## src/design/assert_macros.svh

```systemverilog
// Assertion macros shared by the fixed-point unit RTL.
// Each macro expands to one labeled concurrent assertion on a clock and an active-low reset.
`ifndef ASSERT_MACROS_SVH
`define ASSERT_MACROS_SVH

// Antecedent implies consequent in the same cycle.
`define FPA_ASSERT_SAME(lbl, clk, rst_n, ante, cons, msg) \
    lbl: assert property (@(posedge clk) disable iff (!rst_n) (ante) |-> (cons)) else $error(msg);

// Antecedent implies consequent in the next cycle.
`define FPA_ASSERT_NEXT(lbl, clk, rst_n, ante, cons, msg) \
    lbl: assert property (@(posedge clk) disable iff (!rst_n) (ante) |=> (cons)) else $error(msg);

`endif

```

## src/design/fpa_pkg.sv

```systemverilog
// Shared types and constants of the fixed-point unit.
// No dependencies; used by every module of the block.
package fpa_pkg;

    localparam int unsigned FracBitsDefault = 8;
    localparam int unsigned WordW           = 32;

    typedef enum logic [3:0] {
        CMD_ADD      = 4'd0,
        CMD_SUB      = 4'd1,
        CMD_MUL      = 4'd2,
        CMD_DIV      = 4'd3,
        CMD_GT       = 4'd4,
        CMD_LT       = 4'd5,
        CMD_GE       = 4'd6,
        CMD_LE       = 4'd7,
        CMD_EQ       = 4'd8,
        CMD_NE       = 4'd9,
        CMD_MIN      = 4'd10,
        CMD_MAX      = 4'd11,
        CMD_INC      = 4'd12,
        CMD_DEC      = 4'd13,
        CMD_FROM_INT = 4'd14,
        CMD_TO_INT   = 4'd15
    } t_cmd;

    typedef struct packed {
        logic [3:0]         cmd;
        logic signed [31:0] operand_a;
        logic signed [31:0] operand_b;
    } t_in_item;

    typedef struct packed {
        logic signed [31:0] result_value;
        logic               compare_true;
        logic               divide_by_zero;
        logic               overflowed;
    } t_out_item;

    // Front stage output: simple results plus raw product and divide setup.
    typedef struct packed {
        t_cmd               cmd;
        logic [31:0]        result;
        logic               cmp;
        logic               ovf;
        logic               dz;
        logic               neg;
        logic signed [63:0] product;
        logic [31:0]        a_mag;
        logic [31:0]        b_mag;
    } t_front;

    // Sideband carried alongside the divider stages.
    typedef struct packed {
        logic        is_div;
        logic        neg;
        logic        dz;
        logic [31:0] result;
        logic        cmp;
        logic        ovf;
    } t_side;

endpackage

```

## src/design/fpa_front.sv

```systemverilog
// First pipeline stage: decode, simple ops, multiply and divide setup.
// Depends on fpa_pkg.
module fpa_front import fpa_pkg::*; #(
    parameter int unsigned FRAC_BITS = FracBitsDefault
) (
    input  logic     i_clk,
    input  logic     i_rst_n,
    input  logic     i_en,
    input  logic     i_valid,
    input  t_in_item i_data,
    output logic     o_valid,
    output t_front   o_data
);

    logic               r_valid;
    t_front             r_data;
    t_front             n_data;
    logic signed [31:0] w_a;
    logic signed [31:0] w_b;
    logic [32:0]        w_sum;
    logic [32:0]        w_diff;
    logic [32:0]        w_inc;
    logic [32:0]        w_dec;
    logic signed [31:0] w_bias;
    logic signed [31:0] w_toint;
    logic [FRAC_BITS:0] w_top;

    always_comb begin
        w_a     = i_data.operand_a;
        w_b     = i_data.operand_b;
        w_sum   = {w_a[31], w_a} + {w_b[31], w_b};
        w_diff  = {w_a[31], w_a} - {w_b[31], w_b};
        w_inc   = {w_a[31], w_a} + 33'd1;
        w_dec   = {w_a[31], w_a} - 33'd1;
        w_bias  = w_a[31] ? 32'((64'd1 << FRAC_BITS) - 64'd1) : '0;
        w_toint = (w_a + w_bias) >>> FRAC_BITS;
        w_top   = w_a[31:31-FRAC_BITS];

        n_data         = '0;
        n_data.cmd     = t_cmd'(i_data.cmd);
        n_data.product = w_a * w_b;
        n_data.neg     = w_a[31] ^ w_b[31];
        n_data.a_mag   = w_a[31] ? 32'(-w_a) : 32'(w_a);
        n_data.b_mag   = w_b[31] ? 32'(-w_b) : 32'(w_b);
        case (t_cmd'(i_data.cmd))
            CMD_ADD: begin
                n_data.result = w_sum[31:0];
                n_data.ovf    = w_sum[32] ^ w_sum[31];
            end
            CMD_SUB: begin
                n_data.result = w_diff[31:0];
                n_data.ovf    = w_diff[32] ^ w_diff[31];
            end
            CMD_DIV:  n_data.dz  = (w_b == '0);
            CMD_GT:   n_data.cmp = (w_a > w_b);
            CMD_LT:   n_data.cmp = (w_a < w_b);
            CMD_GE:   n_data.cmp = (w_a >= w_b);
            CMD_LE:   n_data.cmp = (w_a <= w_b);
            CMD_EQ:   n_data.cmp = (w_a == w_b);
            CMD_NE:   n_data.cmp = (w_a != w_b);
            CMD_MIN:  n_data.result = (w_a < w_b) ? w_a : w_b;
            CMD_MAX:  n_data.result = (w_a > w_b) ? w_a : w_b;
            CMD_INC: begin
                n_data.result = w_inc[31:0];
                n_data.ovf    = w_inc[32] ^ w_inc[31];
            end
            CMD_DEC: begin
                n_data.result = w_dec[31:0];
                n_data.ovf    = w_dec[32] ^ w_dec[31];
            end
            CMD_FROM_INT: begin
                n_data.result = w_a << FRAC_BITS;
                // overflow unless the bits shifted out all match the new sign
                n_data.ovf    = !((&w_top) || !(|w_top));
            end
            CMD_TO_INT: n_data.result = w_toint;
            default: n_data.result = '0;
        endcase
    end

    always_ff @(posedge i_clk) begin
        if (!i_rst_n) begin
            r_valid <= 1'b0;
        end else if (i_en) begin
            r_valid <= i_valid;
        end
    end

    always_ff @(posedge i_clk) begin
        if (i_en) begin
            r_data <= n_data;
        end
    end

    assign o_valid = r_valid;
    assign o_data  = r_data;

endmodule

```

## config.mk

```make
export PLATFORM = sky130hd
export DESIGN_NAME = fpa_front
export DESIGN_NICKNAME = d
export VERILOG_FILES = /design/src/design/assert_macros.svh /design/src/design/fpa_pkg.sv /design/src/design/fpa_front.sv
export SDC_FILE = /design/constraint.sdc
export NUM_CORES = 2
export LEC_CHECK = 0
export ABC_AREA = 1
export ABC_CLOCK_PERIOD_IN_PS = 22200
export BUFFER_PORTS_ARGS = -buffer_cell sky130_fd_sc_hd__buf_4
export CAP_MARGIN = 20
export CORE_MARGIN = 2
export CORE_UTILIZATION = 55
export DETAILED_ROUTE_END_ITERATION = 8
export PLACE_DENSITY = 0.73
export SYNTH_ARGS = -nofsm -noshare
export SYNTH_HDL_FRONTEND = slang
export SYNTH_SLANG_ARGS = --single-unit
```

## constraint.sdc

```tcl
create_clock -name i_clk -period 22.2 [get_ports i_clk]
set_input_delay 3.33 -clock i_clk [delete_from_list [all_inputs] [get_ports i_clk]]
set_output_delay 3.33 -clock i_clk [all_outputs]
set_load 0.01 [all_outputs]
```

### After elaboration in Yosys (flattened, before gate mapping)

Cells that the tools add are included.

* reductions and logical operators: 7
* $mul: 1
* $lt $le $gt $ge: 4
* bitwise logic cells: 5
* div/mod/pow operators: 0
* shift operators: 0
* eq/ne operators: 16
* $add $sub $neg: 7
* muxes and demuxes: 8

Operator list (number)
* one-hot mux 32 bit (8 select lines): 1
* multiplier 32 x 32 -> 64 bit: 1
* two-way mux 32 bit: 2
* negator 32 bit: 2
* two-way mux 31 bit: 2
* adder 32 x 2 -> 33 bit, second input constant: 1
* adder 32 x 32 -> 33 bit: 1
* subtractor 32 x 2 -> 33 bit, second input constant: 1
* subtractor 32 x 32 -> 33 bit: 1
* adder 32 x 9 -> 32 bit: 1
* equality test 32 bit: 1
* equality test 4 bit, second input constant: 8
* >= comparator 32 bit: 1
* greater-than comparator 32 bit: 1
* <= comparator 32 bit: 1
* zero test 32 bit: 1
* < comparator 32 bit: 1
* inequality test 32 bit: 1
* equality test 4 x 3 -> 1 bit, second input constant: 4
* AND reduction 9 bit: 1
* OR reduction 9 bit: 1
* two-way mux 8 bit: 1
* one-hot mux 1 bit (6 select lines): 1
* one-hot mux 1 bit (5 select lines): 1
* 6 further kinds: 11

* register bits after elaboration: 169
* output and inout port bits: 169
* memories kept: 0
* logic and storage cells: 60
* ROM bits: 0
* input bits: 72
* bits in writable memories: 0
* latch bits: 0

### Longest topological paths before layout

* word-level depth: 5
* gate-level depth with buffers: 31
* depth with buffers taken out: 30

### Least setup slack after synthesis

Ideal clock, no wire load.

* kind: input port to flip-flop
* start point: in i_data[63] (netlist bit)
* end point: reg r_data, in the netlist o_data[127] (data pin)
* data required time: 21942 ps
* path slack: 11502 ps
* stages on the path: 28
* arrival time: 10441 ps
* setup time: 258 ps
* path buffers: 3
* cell sequence: buf_2 -> clkbuf_1 -> buf_1 -> nand2_1 -> inv_1 -> fa_1 -> inv_1 -> fa_1 -> inv_1 -> fa_1 -> fa_1 -> inv_1 -> fa_1 -> inv_1 -> fa_1 -> inv_1 -> fa_1 -> inv_1 -> fa_1 -> ha_1 -> nand2_1 -> nor2_1 -> inv_1 -> nor4_1 -> nand2_1 -> or2_2 -> nand3_1 -> xnor2_1

RTL lines
* start: declaration: line fpa_front.sv:10 `input t_in_item i_data,`
* end signal: assignment: line fpa_front.sv:91 `r_data <= n_data;`
* end: declaration: line fpa_front.sv:16 `t_front r_data;`

==> results_dict.tcl <==
set metrics [dict create \
    gp_routability_congestion 1.06 \
    ys_types 57 \
    synth_flop_cell "edfxtp_1" \
    setup_tns_ns 0 \
    clk_pin_slew_ns 0.09 \
    grt.overflow.total 0 \
    crit_fanout 37 \
    worst-endpoint-required_ns 22.49 \
    end_kind "flip-flop" \
    numClockSinks 169 \
    report.final.hold_viol_count 0 \
    grt_pass1_vias 49900 \
    yosysSeqAreaShare 0.0933 \
    final.period_utilization 0.505 \
    grt_start_max_net_pins 67 \
    worst-slew-pin-transition_ns 1.07 \
    cts_setup_buffers 0 \
    min_period_ns 11.20 \
    fmax_mhz 89.3 \
    port_buffers 240 \
    status "finished, final reports clean" \
    setup_viol 0 \
    viasPerCell 5.72 \
    drv_cap 0 \
    synthTopCellsByArea "fa_1 40%, inv_1 13%, nand2_1 13%" \
    crit_path_start_kind "primary input" \
    coreArea_mm2 0.0981 \
    numCtsBuffers 17 \
    postSynthCellCount 7211 \
    die-area_mm2 0.101 \
    min_from "o_valid$_SDFFE_PN0P_" \
    yosys.area.top_type "fa_1" \
    reg2reg_from "o_valid$_SDFFE_PN0P_" \
    synth_edf_count 168 \
    yosys-top-cells-count "1880 x inv_1, 1827 x nand2_1, 1084 x fa_1" \
    cts_hold_buf 0 \
    async_reset_ff_frac 0 \
    cts.repair.resized 0 \
    cts_tree "done" \
    synth_area_mm2 0.0543 \
    grt_pass1_wl_mm 313 \
    clock_latency_ns 0.55 \
    slew_violations 0 \
    nets 8594 \
    crit_start "i_data[31]" \
    ys_seq_elements 169 \
    drc 0 \
    synthToLayoutAreaGrowth_pct 5.13 \
    hp-class "flip-flop to flip-flop" \
    fin_skew_ns 0 \
    ios 241 \
    synth_most_common_cell "inv_1" \
    avgSynthCellArea_um2 7.53 \
    place_hpwl_mm 168 \
    rsz0062_at_grt "false" \
    rows 115 \
    ys_warn_count 0 \
    drtAntennaViolNets 0 \
    die_h_um 318 \
    die_w_um 318 \
    wl_per_cell_um 24.7 \
    vias 48500 \
    grt_usage 0.420 \
    cts_root_buf "clkbuf_16" \
    start_util 0.553 \
    synth_top_area_frac 0.400 \
    max-clock-path-buffers 2 \
    first_pass_iters 9 \
    crit_type "primary input to flip-flop" \
    syn-num-nets 8626 \
    relSlewSlack 0.287 \
    antenna_found_initial 6 \
    final_layout_size_suffix_gt1_frac 0.0588 \
    drtIter0Drc 5464 \
    routed_wirelength_mm 210 \
    htreeDepth 4 \
    cp.arrival_ns 11.50 \
]
[cells by family (layout without fill, tap and decap cells)]
logic type,Yosys count,count (layout),share of synthesized area
DFF,169,169,0.0933
and+or+nand+nor,2881,2881,0.221
buffers and inverters,2239,2220,0.160
AOI/OAI and AO/OA,451,451,0.0453
xor gates and xnor gates,128,128,0.0207
other,0,2,0
adders and majority gates,1343,1343,0.460
[final timing paths]
kind              slack, ns                     to  depth (start not counted)
hold reg to reg        0.59   o_valid$_SDFFE_PN0P_                          2
setup / recovery      11.00  o_data[110]$_DFFE_PP_                         21
setup reg to reg      21.51   o_valid$_SDFFE_PN0P_                          2
hold / removal         0.59   o_valid$_SDFFE_PN0P_                          2
[state kept, by name (all words and copies together) (netlist names)]
| name | flops |
|---|---|
| o_valid | 1 |
| o_data | 168 |
[worst max-delay path: stages]
cell	delay (ns)
buf_4	0.43
inv_2	0.57
nor2_1	0.66
fa_1	0.54
fa_1	0.53
fa_1	0.46
fa_1	0.58
fa_1	0.47
fa_1	0.52
fa_1	0.47
fa_1	0.51
ha_1	0.48
nand2_1	0.16
nor2_1	0.12
inv_1	0.09
nor2_1	0.11
inv_1	0.07
nor2_1	0.28
nand3_1	0.12
o21ai_0	0.51
xor2_1	0.47
[placed cells by master (no fill, tap or decap), types with 6 or more instances in the layout]
master     Yosys  final
a21o_1        12     12
buf_4         18    277
or2_2          6      6
xor2_1       111    111
a21oi_1      181    181
xnor2_1       17     17
nor3_2         6      6
o21ai_0      177    177
o211ai_1       8      8
inv_1       1880   1880
fa_1        1084   1084
nand4_1       80     80
nand2_2       10     11
nor2_1       473    470
nand2_4        8      8
nand3_1      354    354
a31oi_1       14     14
nor3_1        52     52
nor2_2        15     16
o21bai_1      21     21
nand3_2       23     23
o21ai_1        9      9
nand2_1     1827   1826
inv_2         26     27
clkbuf_16      0     17
ha_1         259    259
nor4_1         8      8
edfxtp_1     168    168
[cell type report]
cell class	instances	area [um2]
inverters	1910	7170
clock inverters	14	156
repair buffers	278	2090
diodes	2	5.00
multi-input cells	4803	40500
clock buffers	18	429
flip-flops and latches	169	5060
fillers	9249	41100
well taps	1287	1610
[stage by stage]
stage | cells | setup WS (ns) | instance area, um2 | util | hold WS, ns
3_3_place_gp | 8446 | 10.53 | 56500 | 0.575 | 0.526
5_1_grt | 8479 | 10.84 | 57100 | 0.581 | 0.652
4_1_cts | 8478 | 11.26 | 57100 | 0.581 | 0.593
2_1_floorplan | 7211 | 11.50 | 54300 | - | 0.555
3_5_place_dp | 8446 | 10.67 | 56500 | 0.575 | 0.576
6_report | 8481 | 11.00 | 57100 | 0.581 | 0.586
[routing by layer]
layer / global-route usage / up-vias / routed length (um)
met1: 0.538 / 24000 / 77800
met4: 0.193 / 8 / 11300
met2: 0.666 / 2972 / 95700
li1: - / 21000 / -
met3: 0.117 / 593 / 24800
met5: 0 / - / 126
Power is not shown: default switching activity piles up to over one toggle a cycle in this logic, so the estimate is an artifact.
